===== src/hmp_pkg.sv =====
// shared constants and controller/datapath interface types for the message padder
package hmp_pkg;

  // input kind codes carried in tuser
  localparam logic [1:0] KIND_BYTE  = 2'd0;
  localparam logic [1:0] KIND_FINAL = 2'd1;
  localparam logic [1:0] KIND_END   = 2'd2;

  // configuration register indexes
  localparam logic [1:0] CFG_BLOCK_IS_128   = 2'd0;
  localparam logic [1:0] CFG_LENGTH_IS_16   = 2'd1;
  localparam logic [1:0] CFG_LENGTH_LITTLE  = 2'd2;

  // output word selection
  localparam logic [2:0] SEL_MSG  = 3'd0;
  localparam logic [2:0] SEL_PAD  = 3'd1;
  localparam logic [2:0] SEL_ZERO = 3'd2;
  localparam logic [2:0] SEL_LEN0 = 3'd3;
  localparam logic [2:0] SEL_LEN1 = 3'd4;

  // commands from the controller
  typedef struct packed {
    logic       push;      // absorb the incoming message byte
    logic       load_out;  // load the output register
    logic [2:0] sel;       // which word to load
    logic       last;      // mark the loaded word as end of message
    logic       clear;     // return partial word and byte count to zero
  } dp_cmd_t;

  // status back to the controller
  typedef struct packed {
    logic       out_free;  // output register can take a word this cycle
    logic       fill7;     // seven bytes held, the next byte completes a word
    logic [3:0] word_idx;  // word position within a 128-byte block
    logic       blk128;
    logic       len16;
  } dp_status_t;

endpackage


===== src/hmp_datapath.sv =====
// datapath: config registers, partial word, byte counter, word select and output register
module hmp_datapath import hmp_pkg::*; (
  input  logic       clk_i,
  input  logic       rst_ni,
  input  logic       cfg_we_i,
  input  logic [1:0] cfg_index_i,
  input  logic       cfg_wdata_i,
  input  logic [7:0] data_byte_i,
  input  dp_cmd_t    cmd_i,
  output dp_status_t sts_o,
  input  logic       out_ready_i,
  output logic       out_valid_o,
  output logic [63:0] out_word_o,
  output logic       out_last_o
);

  logic        blk128_q, len16_q, little_q;
  logic [55:0] partial_q, partial_d;
  logic [63:0] count_q, count_d;
  logic        out_valid_q, out_valid_d;
  logic [63:0] out_word_q;
  logic        out_last_q;
  logic [63:0] word_sel;
  logic [63:0] len_lo, len_hi;
  logic [5:0]  pad_shift;
  logic        out_free;

  function automatic logic [63:0] bswap(input logic [63:0] v);
    logic [63:0] r;
    for (int i = 0; i < 8; i++) begin
      r[8*i +: 8] = v[8*(7-i) +: 8];
    end
    return r;
  endfunction

  // configuration writes
  always_ff @(posedge clk_i or negedge rst_ni) begin
    if (!rst_ni) begin
      blk128_q <= 1'b0;
      len16_q  <= 1'b0;
      little_q <= 1'b0;
    end else if (cfg_we_i) begin
      unique case (cfg_index_i)
        CFG_BLOCK_IS_128:  blk128_q <= cfg_wdata_i;
        CFG_LENGTH_IS_16:  len16_q  <= cfg_wdata_i;
        CFG_LENGTH_LITTLE: little_q <= cfg_wdata_i;
        default: ;
      endcase
    end
  end

  // partial word and byte count
  always_comb begin
    partial_d = partial_q;
    count_d   = count_q;
    if (cmd_i.clear) begin
      partial_d = '0;
      count_d   = '0;
    end else if (cmd_i.push) begin
      count_d   = count_q + 64'd1;
      partial_d = (count_q[2:0] == 3'd7) ? 56'd0 : {partial_q[47:0], data_byte_i};
    end
  end

  always_ff @(posedge clk_i or negedge rst_ni) begin
    if (!rst_ni) begin
      partial_q <= '0;
      count_q   <= '0;
    end else begin
      partial_q <= partial_d;
      count_q   <= count_d;
    end
  end

  // bit length of the message, low and high halves
  assign len_lo    = {count_q[60:0], 3'b000};
  assign len_hi    = {61'd0, count_q[63:61]};
  assign pad_shift = {~count_q[2:0], 3'b000};

  // word selection
  always_comb begin
    unique case (cmd_i.sel)
      SEL_MSG:  word_sel = {partial_q, data_byte_i};
      SEL_PAD:  word_sel = {partial_q, 8'h80} << pad_shift;
      SEL_ZERO: word_sel = '0;
      SEL_LEN0: begin
        if (little_q)     word_sel = bswap(len_lo);
        else if (len16_q) word_sel = len_hi;
        else              word_sel = len_lo;
      end
      SEL_LEN1: word_sel = little_q ? bswap(len_hi) : len_lo;
      default:  word_sel = '0;
    endcase
  end

  // output register
  assign out_free    = !out_valid_q || out_ready_i;
  assign out_valid_d = cmd_i.load_out ? 1'b1 : (out_ready_i ? 1'b0 : out_valid_q);

  always_ff @(posedge clk_i or negedge rst_ni) begin
    if (!rst_ni) begin
      out_valid_q <= 1'b0;
    end else begin
      out_valid_q <= out_valid_d;
    end
  end

  always_ff @(posedge clk_i) begin
    if (cmd_i.load_out) begin
      out_word_q <= word_sel;
      out_last_q <= cmd_i.last;
    end
  end

  assign out_valid_o = out_valid_q;
  assign out_word_o  = out_word_q;
  assign out_last_o  = out_last_q;

  assign sts_o.out_free = out_free;
  assign sts_o.fill7    = (count_q[2:0] == 3'd7);
  assign sts_o.word_idx = count_q[6:3];
  assign sts_o.blk128   = blk128_q;
  assign sts_o.len16    = len16_q;

endmodule


===== src/hmp_ctrl.sv =====
// controller: accepts beats and sequences the padding words
module hmp_ctrl import hmp_pkg::*; (
  input  logic       clk_i,
  input  logic       rst_ni,
  input  logic       in_valid_i,
  input  logic [1:0] kind_i,
  output logic       in_ready_o,
  input  dp_status_t sts_i,
  output dp_cmd_t    cmd_o
);

  localparam logic [2:0] ST_IDLE = 3'd0;
  localparam logic [2:0] ST_PAD  = 3'd1;
  localparam logic [2:0] ST_ZERO = 3'd2;
  localparam logic [2:0] ST_LEN0 = 3'd3;
  localparam logic [2:0] ST_LEN1 = 3'd4;

  logic [2:0] state_q, state_d;
  logic [3:0] widx_q, widx_d;
  logic [3:0] idx_mask, len_start, widx_next;
  logic       accept;

  // word positions within the current block
  assign idx_mask  = sts_i.blk128 ? 4'hF : 4'h7;
  assign len_start = idx_mask - {3'd0, sts_i.len16};

  assign in_ready_o = (state_q == ST_IDLE) && sts_i.out_free;
  assign accept     = in_valid_i && in_ready_o;

  // next state and commands
  always_comb begin
    state_d   = state_q;
    widx_d    = widx_q;
    widx_next = '0;
    cmd_o     = '{push: 1'b0, load_out: 1'b0, sel: SEL_MSG, last: 1'b0, clear: 1'b0};
    unique case (state_q)
      ST_IDLE: begin
        if (accept) begin
          priority if (kind_i == KIND_BYTE || kind_i == KIND_FINAL) begin
            cmd_o.push     = 1'b1;
            cmd_o.load_out = sts_i.fill7;
            cmd_o.sel      = SEL_MSG;
            if (kind_i == KIND_FINAL) state_d = ST_PAD;
          end else if (kind_i == KIND_END) begin
            state_d = ST_PAD;
          end else begin
            state_d = ST_IDLE;
          end
        end
      end
      ST_PAD: begin
        if (sts_i.out_free) begin
          cmd_o.load_out = 1'b1;
          cmd_o.sel      = SEL_PAD;
          widx_next      = (sts_i.word_idx + 4'd1) & idx_mask;
          widx_d         = widx_next;
          state_d        = (widx_next == len_start) ? ST_LEN0 : ST_ZERO;
        end
      end
      ST_ZERO: begin
        if (sts_i.out_free) begin
          cmd_o.load_out = 1'b1;
          cmd_o.sel      = SEL_ZERO;
          widx_next      = (widx_q + 4'd1) & idx_mask;
          widx_d         = widx_next;
          state_d        = (widx_next == len_start) ? ST_LEN0 : ST_ZERO;
        end
      end
      ST_LEN0: begin
        if (sts_i.out_free) begin
          cmd_o.load_out = 1'b1;
          cmd_o.sel      = SEL_LEN0;
          cmd_o.last     = !sts_i.len16;
          cmd_o.clear    = !sts_i.len16;
          state_d        = sts_i.len16 ? ST_LEN1 : ST_IDLE;
        end
      end
      ST_LEN1: begin
        if (sts_i.out_free) begin
          cmd_o.load_out = 1'b1;
          cmd_o.sel      = SEL_LEN1;
          cmd_o.last     = 1'b1;
          cmd_o.clear    = 1'b1;
          state_d        = ST_IDLE;
        end
      end
      default: state_d = ST_IDLE;
    endcase
  end

  always_ff @(posedge clk_i or negedge rst_ni) begin
    if (!rst_ni) begin
      state_q <= ST_IDLE;
      widx_q  <= '0;
    end else begin
      state_q <= state_d;
      widx_q  <= widx_d;
    end
  end

`ifndef ASSERT_OFF
  // never overwrite a word that has not been taken
  a_load_free: assert property (@(posedge clk_i) disable iff (!rst_ni)
    cmd_o.load_out |-> sts_i.out_free)
    else $error("output register loaded while occupied");

  // zero fill never runs into the length field
  a_zero_pos: assert property (@(posedge clk_i) disable iff (!rst_ni)
    (state_q == ST_ZERO) |-> (widx_q != len_start))
    else $error("zero fill at length field position");

  // second length word only with a 16-byte field
  a_len1: assert property (@(posedge clk_i) disable iff (!rst_ni)
    (state_q == ST_LEN1) |-> sts_i.len16)
    else $error("second length word with 8-byte field");

  // a finished message leaves counter state cleared and returns to idle
  a_clear_idle: assert property (@(posedge clk_i) disable iff (!rst_ni)
    cmd_o.clear |=> (state_q == ST_IDLE) && (sts_i.word_idx == 4'd0) && !sts_i.fill7)
    else $error("state not cleared after end of message");
`endif

endmodule


===== src/hash_message_padder.sv =====
// top level of the hash message padder
//
//  channel   direction  handshake                    payload
//  s_axis    in         s_axis_tvalid/tready         tdata: data_byte; tuser: kind
//  m_axis    out        m_axis_tvalid/tready         tdata: word; tlast: end_of_message
//  cfg       in         cfg_we_i (no wait)           cfg_index_i, cfg_wdata_i
//
// a message byte is taken whenever the controller is idle and the output register is free
// an end beat or a final byte beat is taken, then the padding sequencer emits one word
// per cycle while the output register is free, 2 to 18 words as the block position and
// field size need; the single output register is shared with message words
// no input beat is taken while padding words are being emitted
// output stalls hold the word in the output register and hold back input
// reset clears configuration, byte count and partial word; no clearing pass
module hash_message_padder import hmp_pkg::*; (
  input  logic        clk_i,
  input  logic        rst_ni,
  input  logic        cfg_we_i,
  input  logic [1:0]  cfg_index_i,
  input  logic        cfg_wdata_i,
  input  logic        s_axis_tvalid,
  output logic        s_axis_tready,
  input  logic [7:0]  s_axis_tdata,   // [7:0] data_byte
  input  logic [1:0]  s_axis_tuser,   // [1:0] kind
  output logic        m_axis_tvalid,
  input  logic        m_axis_tready,
  output logic [63:0] m_axis_tdata,   // [63:0] word
  output logic        m_axis_tlast
);

  dp_cmd_t    cmd;
  dp_status_t sts;

  // sequencer
  hmp_ctrl u_ctrl (
    .clk_i      (clk_i),
    .rst_ni     (rst_ni),
    .in_valid_i (s_axis_tvalid),
    .kind_i     (s_axis_tuser),
    .in_ready_o (s_axis_tready),
    .sts_i      (sts),
    .cmd_o      (cmd)
  );

  // datapath
  hmp_datapath u_dp (
    .clk_i       (clk_i),
    .rst_ni      (rst_ni),
    .cfg_we_i    (cfg_we_i),
    .cfg_index_i (cfg_index_i),
    .cfg_wdata_i (cfg_wdata_i),
    .data_byte_i (s_axis_tdata),
    .cmd_i       (cmd),
    .sts_o       (sts),
    .out_ready_i (m_axis_tready),
    .out_valid_o (m_axis_tvalid),
    .out_word_o  (m_axis_tdata),
    .out_last_o  (m_axis_tlast)
  );

endmodule

===== config.mk =====
export PLATFORM = sky130hd
export DESIGN_NAME = hash_message_padder
export DESIGN_NICKNAME = d
export VERILOG_FILES = /design/src/hmp_pkg.sv /design/src/hmp_datapath.sv /design/src/hmp_ctrl.sv /design/src/hash_message_padder.sv
export SDC_FILE = /design/constraint.sdc
export NUM_CORES = 1
export LEC_CHECK = 0
export ABC_AREA = 1
export ABC_CLOCK_PERIOD_IN_PS = 3300
export BUFFER_PORTS_ARGS = -buffer_cell sky130_fd_sc_hd__buf_2
export CAP_MARGIN = 20
export CORE_AREA = 2 2 158 160
export DETAILED_ROUTE_END_ITERATION = 8
export DIE_AREA = 0 0 160 162
export GPL_TIMING_DRIVEN = 0
export PLACE_DENSITY_LB_ADDON = 0.2
export SYNTH_ARGS = -nofsm -noshare
export SYNTH_HDL_FRONTEND = slang
export SYNTH_SLANG_ARGS = --single-unit

===== constraint.sdc =====
create_clock -name clk_i -period 3.3 [get_ports clk_i]
set_input_delay 0.66 -clock clk_i [delete_from_list [all_inputs] [get_ports clk_i]]
set_output_delay 0.66 -clock clk_i [all_outputs]
set_load 0.02 [all_outputs]

* Word-level counts from Yosys, hierarchy flattened
Cells that the tools add are included.
Storage, ports and cells: logic and storage cells 92, output and inout port bits 67, register bits 196, input port bits 18
Operators by class: bitwise logic cells 3, muxes and demuxes 36, reduce and logical (&&, ||, !) cells 18, equal/unequal tests 20, shifts and indexed selects 1, add/subtract/negate cells 4
Operators by type and width (count):
- two-way mux 64 bit | 5
- one-hot mux 64 bit (4 select lines) | 1
- two-way mux 56 bit | 3
- adder 64 x 1 -> 64 bit, second input constant | 1
- << shifter 64 x 6 -> 64 bit | 1
- two-way mux 3 bit | 8
- two-way mux 4 bit | 5
- one-hot mux 4 bit (5 select lines) | 1
- one-hot mux 3 bit (5 select lines) | 1
- two-way mux 6 bit | 2
- two-way mux 5 bit | 2
- != test 2 x 1 -> 1 bit, second input constant | 5
- == test 3 x 2 -> 1 bit, second input constant | 3
- == test 3 bit, second input constant | 3
- adder 4 x 1 -> 4 bit, second input constant | 2
- AND 4 bit | 2
- == test 4 bit | 2
- one-hot mux 4 bit (2 select lines) | 1
- == test 3 x 1 -> 1 bit, second input constant | 2
- logical NOT 3 bit | 2
- two-way mux 1 bit | 6
- AND reduction 2 bit | 3
- AND reduction 6 bit | 1
- nonzero test 2 bit | 3
- 11 further kinds | 17

* Depth between registers and ports, before layout
word-level depth 8, mapped depth 11, gate-level depth less buffers 11

* Hierarchy
From an unflattened synthesis, not the netlist that was laid out.
Unflattened totals: cell total of the unflattened synthesis 1524, area total of the unflattened synthesis 11334.6 sq um
Modules (own cells, without submodules):
- hmp_datapath | cells an instance 1423, instances 1, area each 10704.0 sq um, sequential area each 5054.8 sq um
- hmp_ctrl | cells an instance 101, instances 1, area each 630.6 sq um, sequential area each 175.2 sq um

* Worst setup path before layout
Ideal clock, no wire load.
path kind input to register, from in m_axis_tready, to reg u_dp.out_last_q (netlist: u_dp.out_last_o), enable pin, cell stages on the path 8, data required time 2.875 ns, buffers on the path 2, setup slack -0.069 ns, data arrival time 2.944 ns, setup time 0.425 ns, path through inv_1 -> nand2_2 -> nand4_1 -> nor2_2 -> buf_4 -> buf_4 -> nand2_1 -> nand2_1
RTL lines:
- start, declared | RTL line hash_message_padder.sv:26 | input logic m_axis_tready,
- end signal, assigned | RTL line hmp_datapath.sv:111 | out_last_q <= cmd_i.last;
- end, declared | RTL line hmp_datapath.sv:22 | logic out_last_q;

* Final worst setup path
from reg u_dp.count_q[0], to reg u_dp.out_word_q[52] (netlist: u_dp.out_word_o[52]), data pin
On the way: longest elaborated chain between the ends 3
RTL lines:
- start, declared | RTL line hmp_datapath.sv:19 | logic [63:0] count_q, count_d;
- start signal, assigned | RTL line hmp_datapath.sv:71 | count_q <= count_d;
- NOT 3 bit | RTL line hmp_datapath.sv:78 | assign pad_shift = {~count_q[2:0], 3'b000};
- << shifter 64 x 6 -> 64 bit | RTL line hmp_datapath.sv:84 | SEL_PAD: word_sel = {partial_q, 8'h80} << pad_shift;
- one-hot mux 64 bit (4 select lines) | RTL line hmp_datapath.sv:82 | unique case (cmd_i.sel)
- via u_dp.word_sel[52] | RTL line hmp_datapath.sv:23 | logic [63:0] word_sel;
- end signal, assigned | RTL line hmp_datapath.sv:110 | out_word_q <= word_sel;
- end, declared | RTL line hmp_datapath.sv:21 | logic [63:0] out_word_q;
The timed path passes the listed nets, and every way through them passes these cells. A chain may end at the register's enable or synchronous reset.

==> impl_metrics.csv <==
group,metric,value,unit
drt,viasPerCell,6.40,
placement,dpl.cell_count,2022,
pwr,power.static_leakage,0.00543,uW
die,fp-row-count,57,
setup_path,crit_start,"u_dp.count_q[0]",
clock_network,cts_buffers,17,
job,drv_cap,0,
layout,area_growth,11.9,%
sta,slew_viol_final,0,
global_route,grt_max_degree,82,
sta,relSlewSlack,13.8,%
clock_network,post_cts_buffers,0,
clock_network,htree_levels,4,
setup_path,reg2reg_slack,0.07,ns
synth,synth_ff_type,"dfrtp_1",
placement,preCtsSetupSlack,-0.00486,ns
synth,avgSynthCellArea,7.43,um2
die,die_y,162,um
sta,period_share,97.7,%
setup_path,reg2reg_to,"u_dp.out_word_o[52]",
setup_path,r2r_cells,8,
layout,fin_util,55.6,%
layout,multiInputGateArea,0.00573,mm2
clock_network,hold_buffers,0,
drt,drc,0,
setup_path,critPathCapture,"u_dp.out_word_o[52]",
die,initial_utilization,49.7,%
clock_network,ctsResizeCount,0,
setup_path,critPathLaunchType,"flop",
layout,final_common_cell,"nand2_1",
layout,stdcell_count,2055,
drt,wl_per_cell,27.0,um
layout,final_nets,1739,
layout,fill_cells,2386,
synth,synth_cells,1613,
drt,route.met3.wl,8420,um
setup_path,cp.required,3.40,ns
sta,hold_slack,0.155,ns
synth,synth_seq_area_share,43.6,%
pwr,ir_drop,616,uV
layout,drive_gt1_share,12.6,%
global_route,overflow,0,
synth,ys.warnings.count,0,
layout,seq_area,0.00523,mm2
clock_network,cts.sinks,196,
pwr,total_power,10900,uW
sta,fin_skew,0.0176,ns
global_route,grt_first_pass_wirelength,80700,um
global_route,grt_pass1_vias,12296,
synth,synth_edf_count,65,
synth,yosys_register_bits,196,
clock_network,root_buffer,"clkbuf_16",
die,die-area,0.0259,mm2
setup_path,crit_path_end_kind,"flop",
placement,gp_congestion,1.06,
die,core_area,0.0241,mm2
synth,netlist_area,0.0120,mm2
hold_path,hold_path.class,"input port to async pin",
die,pin_count,85,
setup_path,critPathKind,"flop to flop",
pwr,power-per-cell-area,809,mW/mm2
drt,wl_met2,22000,um
layout,final_cell_mix,"nand2_1 (398), nor2_1 (166), o21ai_0 (165), inv_1 (157), dfrtp_1 (131)",
drt,vias,13144,
outcome,status,"complete, no violations",
clock_network,clkLatencyLatePin,0.45,ns
sta,worst_pin_slew,1.28,ns
drt,firstDrtPassIters,6,
setup_path,regToRegStartpoint,"u_dp.count_q[0]",
synth,synth.distinct_cells,45,
drt,wirelength,55500,um
drt,dr.first_iter.drc_count,2136,
clock_network,cts_tree,"yes",
clock_network,clk_pin_slew,0.08,ns
sta,rsz0062_at_grt,"false",
placement,dp_hpwl,42600,um
global_route,grt_use_total,43.2,%
sta,min_period,3.23,ns
synth,syn-num-nets,1635,
clock_network,max-clock-path-buffers,2,
sta,hold_viol,0,
die,die_x,160,um
sta,fin_ws,0.0750,ns
drt,postRouteAntennaNets,0,
global_route,antenna_found_initial,2,
drt,routed.top_layer,"met5",
sta,clock.fmax,0.310,GHz
setup_path,arrival,3.33,ns
setup_path,critPathMaxFanout,10,
sta,finalSetupViolCount,0,
placement,port_buffers,84,
synth,synth-async-reset-ratio,66.8,%
drt,met1_length,21300,um
==> cell type report <==
class / count / share of cell area [%]
multi-input combinational: 1170 / 42.7
sequential: 196 / 39.0
inverter: 164 / 4.59
timing repair buffer: 85 / 3.39
clock buffer: 19 / 3.30
buffer: 83 / 3.08
tap: 324 / 3.02
clock inverter: 13 / 0.858
antenna: 1 / 0.0187
==> report_power, final <==
group | switching [uW] | internal, uW | leakage (uW)
registers | 591 | 3400 | 0.00245
clock network | 1070 | 1020 | 0.000280
logic | 3700 | 1080 | 0.00270
total | 5360 | 5490 | 0.00543
==> per-layer routing <==
| layer | vias to the layer above | GRT usage [%] |
|---|---|---|
| met3 | 232 | 15.1 |
| met1 | 6105 | 58.6 |
| met4 | 2 | 23.5 |
| li1 | 5686 | - |
| met5 | - | 0 |
| met2 | 1119 | 60.5 |
==> worst max-delay path, stage by stage, from the launching register on <==
cell	delay [ns]
dfrtp_1	0.41
buf_2	0.21
inv_2	0.12
clkbuf_1	0.78
nand2_1	0.40
nand3_1	0.26
a21oi_1	0.09
o211ai_1	0.23
o2111ai_1	0.35
==> cells in the mapped netlist, types with 2 or more instances <==
cell / n / area share (%)
o31ai_1: 4 / 0.25
buf_1: 2 / 0.063
nor2_4: 9 / 0.85
o211ai_1: 22 / 1.4
nor2_2: 19 / 0.99
nand4_1: 69 / 3.6
o32ai_2: 3 / 0.41
buf_6: 5 / 0.47
nor3_1: 20 / 0.84
buf_2: 33 / 1.4
a21oi_1: 84 / 3.5
inv_1: 157 / 4.9
nand3_2: 5 / 0.42
o21ai_1: 9 / 0.38
o2111ai_1: 18 / 1.3
ha_1: 4 / 0.42
dfrtp_1: 131 / 27
clkbuf_1: 37 / 1.2
nand2_2: 6 / 0.31
edfxtp_1: 65 / 16
inv_2: 6 / 0.19
o22ai_1: 2 / 0.10
o221ai_1: 16 / 1.2
nand3_1: 116 / 4.8
a22oi_1: 10 / 0.63
xnor2_1: 2 / 0.15
and2_1: 4 / 0.21
buf_4: 6 / 0.38
a31oi_1: 4 / 0.21
nor3_2: 3 / 0.25
nand2_1: 399 / 12
o21ai_0: 165 / 6.9
nor2_1: 166 / 5.2
==> through the flow <==
| step | area, um2 | TNS, ns |
|---|---|---|
| floorplan | 12000 | 0 |
| global placement | 12800 | -77.47 |
| detailed placement | 12900 | -0.147 |
| CTS | 13400 | 0 |
| global route | 13400 | 0 |
| finish | 13400 | 0 |
==> kinds of logic after synthesis <==
| group | synth area share, % |
|---|---|
| XOR/XNOR | 0.146 |
| AO/OA/AOI/OAI | 16.5 |
| AND/OR/NAND/NOR | 30.7 |
| adder cells (fa/ha/maj) | 0.418 |
| buffers and inverters | 8.58 |
| flip-flops | 43.6 |
==> worst min path at each step <==
| stage | from | to | slack, ns | depth (start not counted) |
|---|---|---|---|---|
| 3_3_place_gp | u_ctrl.widx_q[3] | u_ctrl.widx_q[3] | 0.50 | 2 |
| 4_1_cts | rst_ni | u_dp.partial_q[51] | 0.18 | 1 |
| 3_5_place_dp | u_ctrl.widx_q[3] | u_ctrl.widx_q[3] | 0.50 | 2 |
| 2_1_floorplan | rst_ni | u_ctrl.state_q[0] | 0.36 | 0 |
| 6_report | rst_ni | u_dp.partial_q[53] | 0.15 | 1 |
| 5_1_grt | rst_ni | u_dp.partial_q[53] | 0.18 | 1 |
==> state kept, by name, indices dropped and copies added (netlist names) <==
register,count
u_dp.out_last_o,1
u_dp.out_word_o,64
u_ctrl.state_q,3
u_dp.out_valid_o,1
u_dp.blk128_q,1
u_dp.little_q,1
u_dp.len16_q,1
u_dp.partial_q,56
u_dp.count_q,64
u_ctrl.widx_q,4
Power figures use the tool's default switching activity.
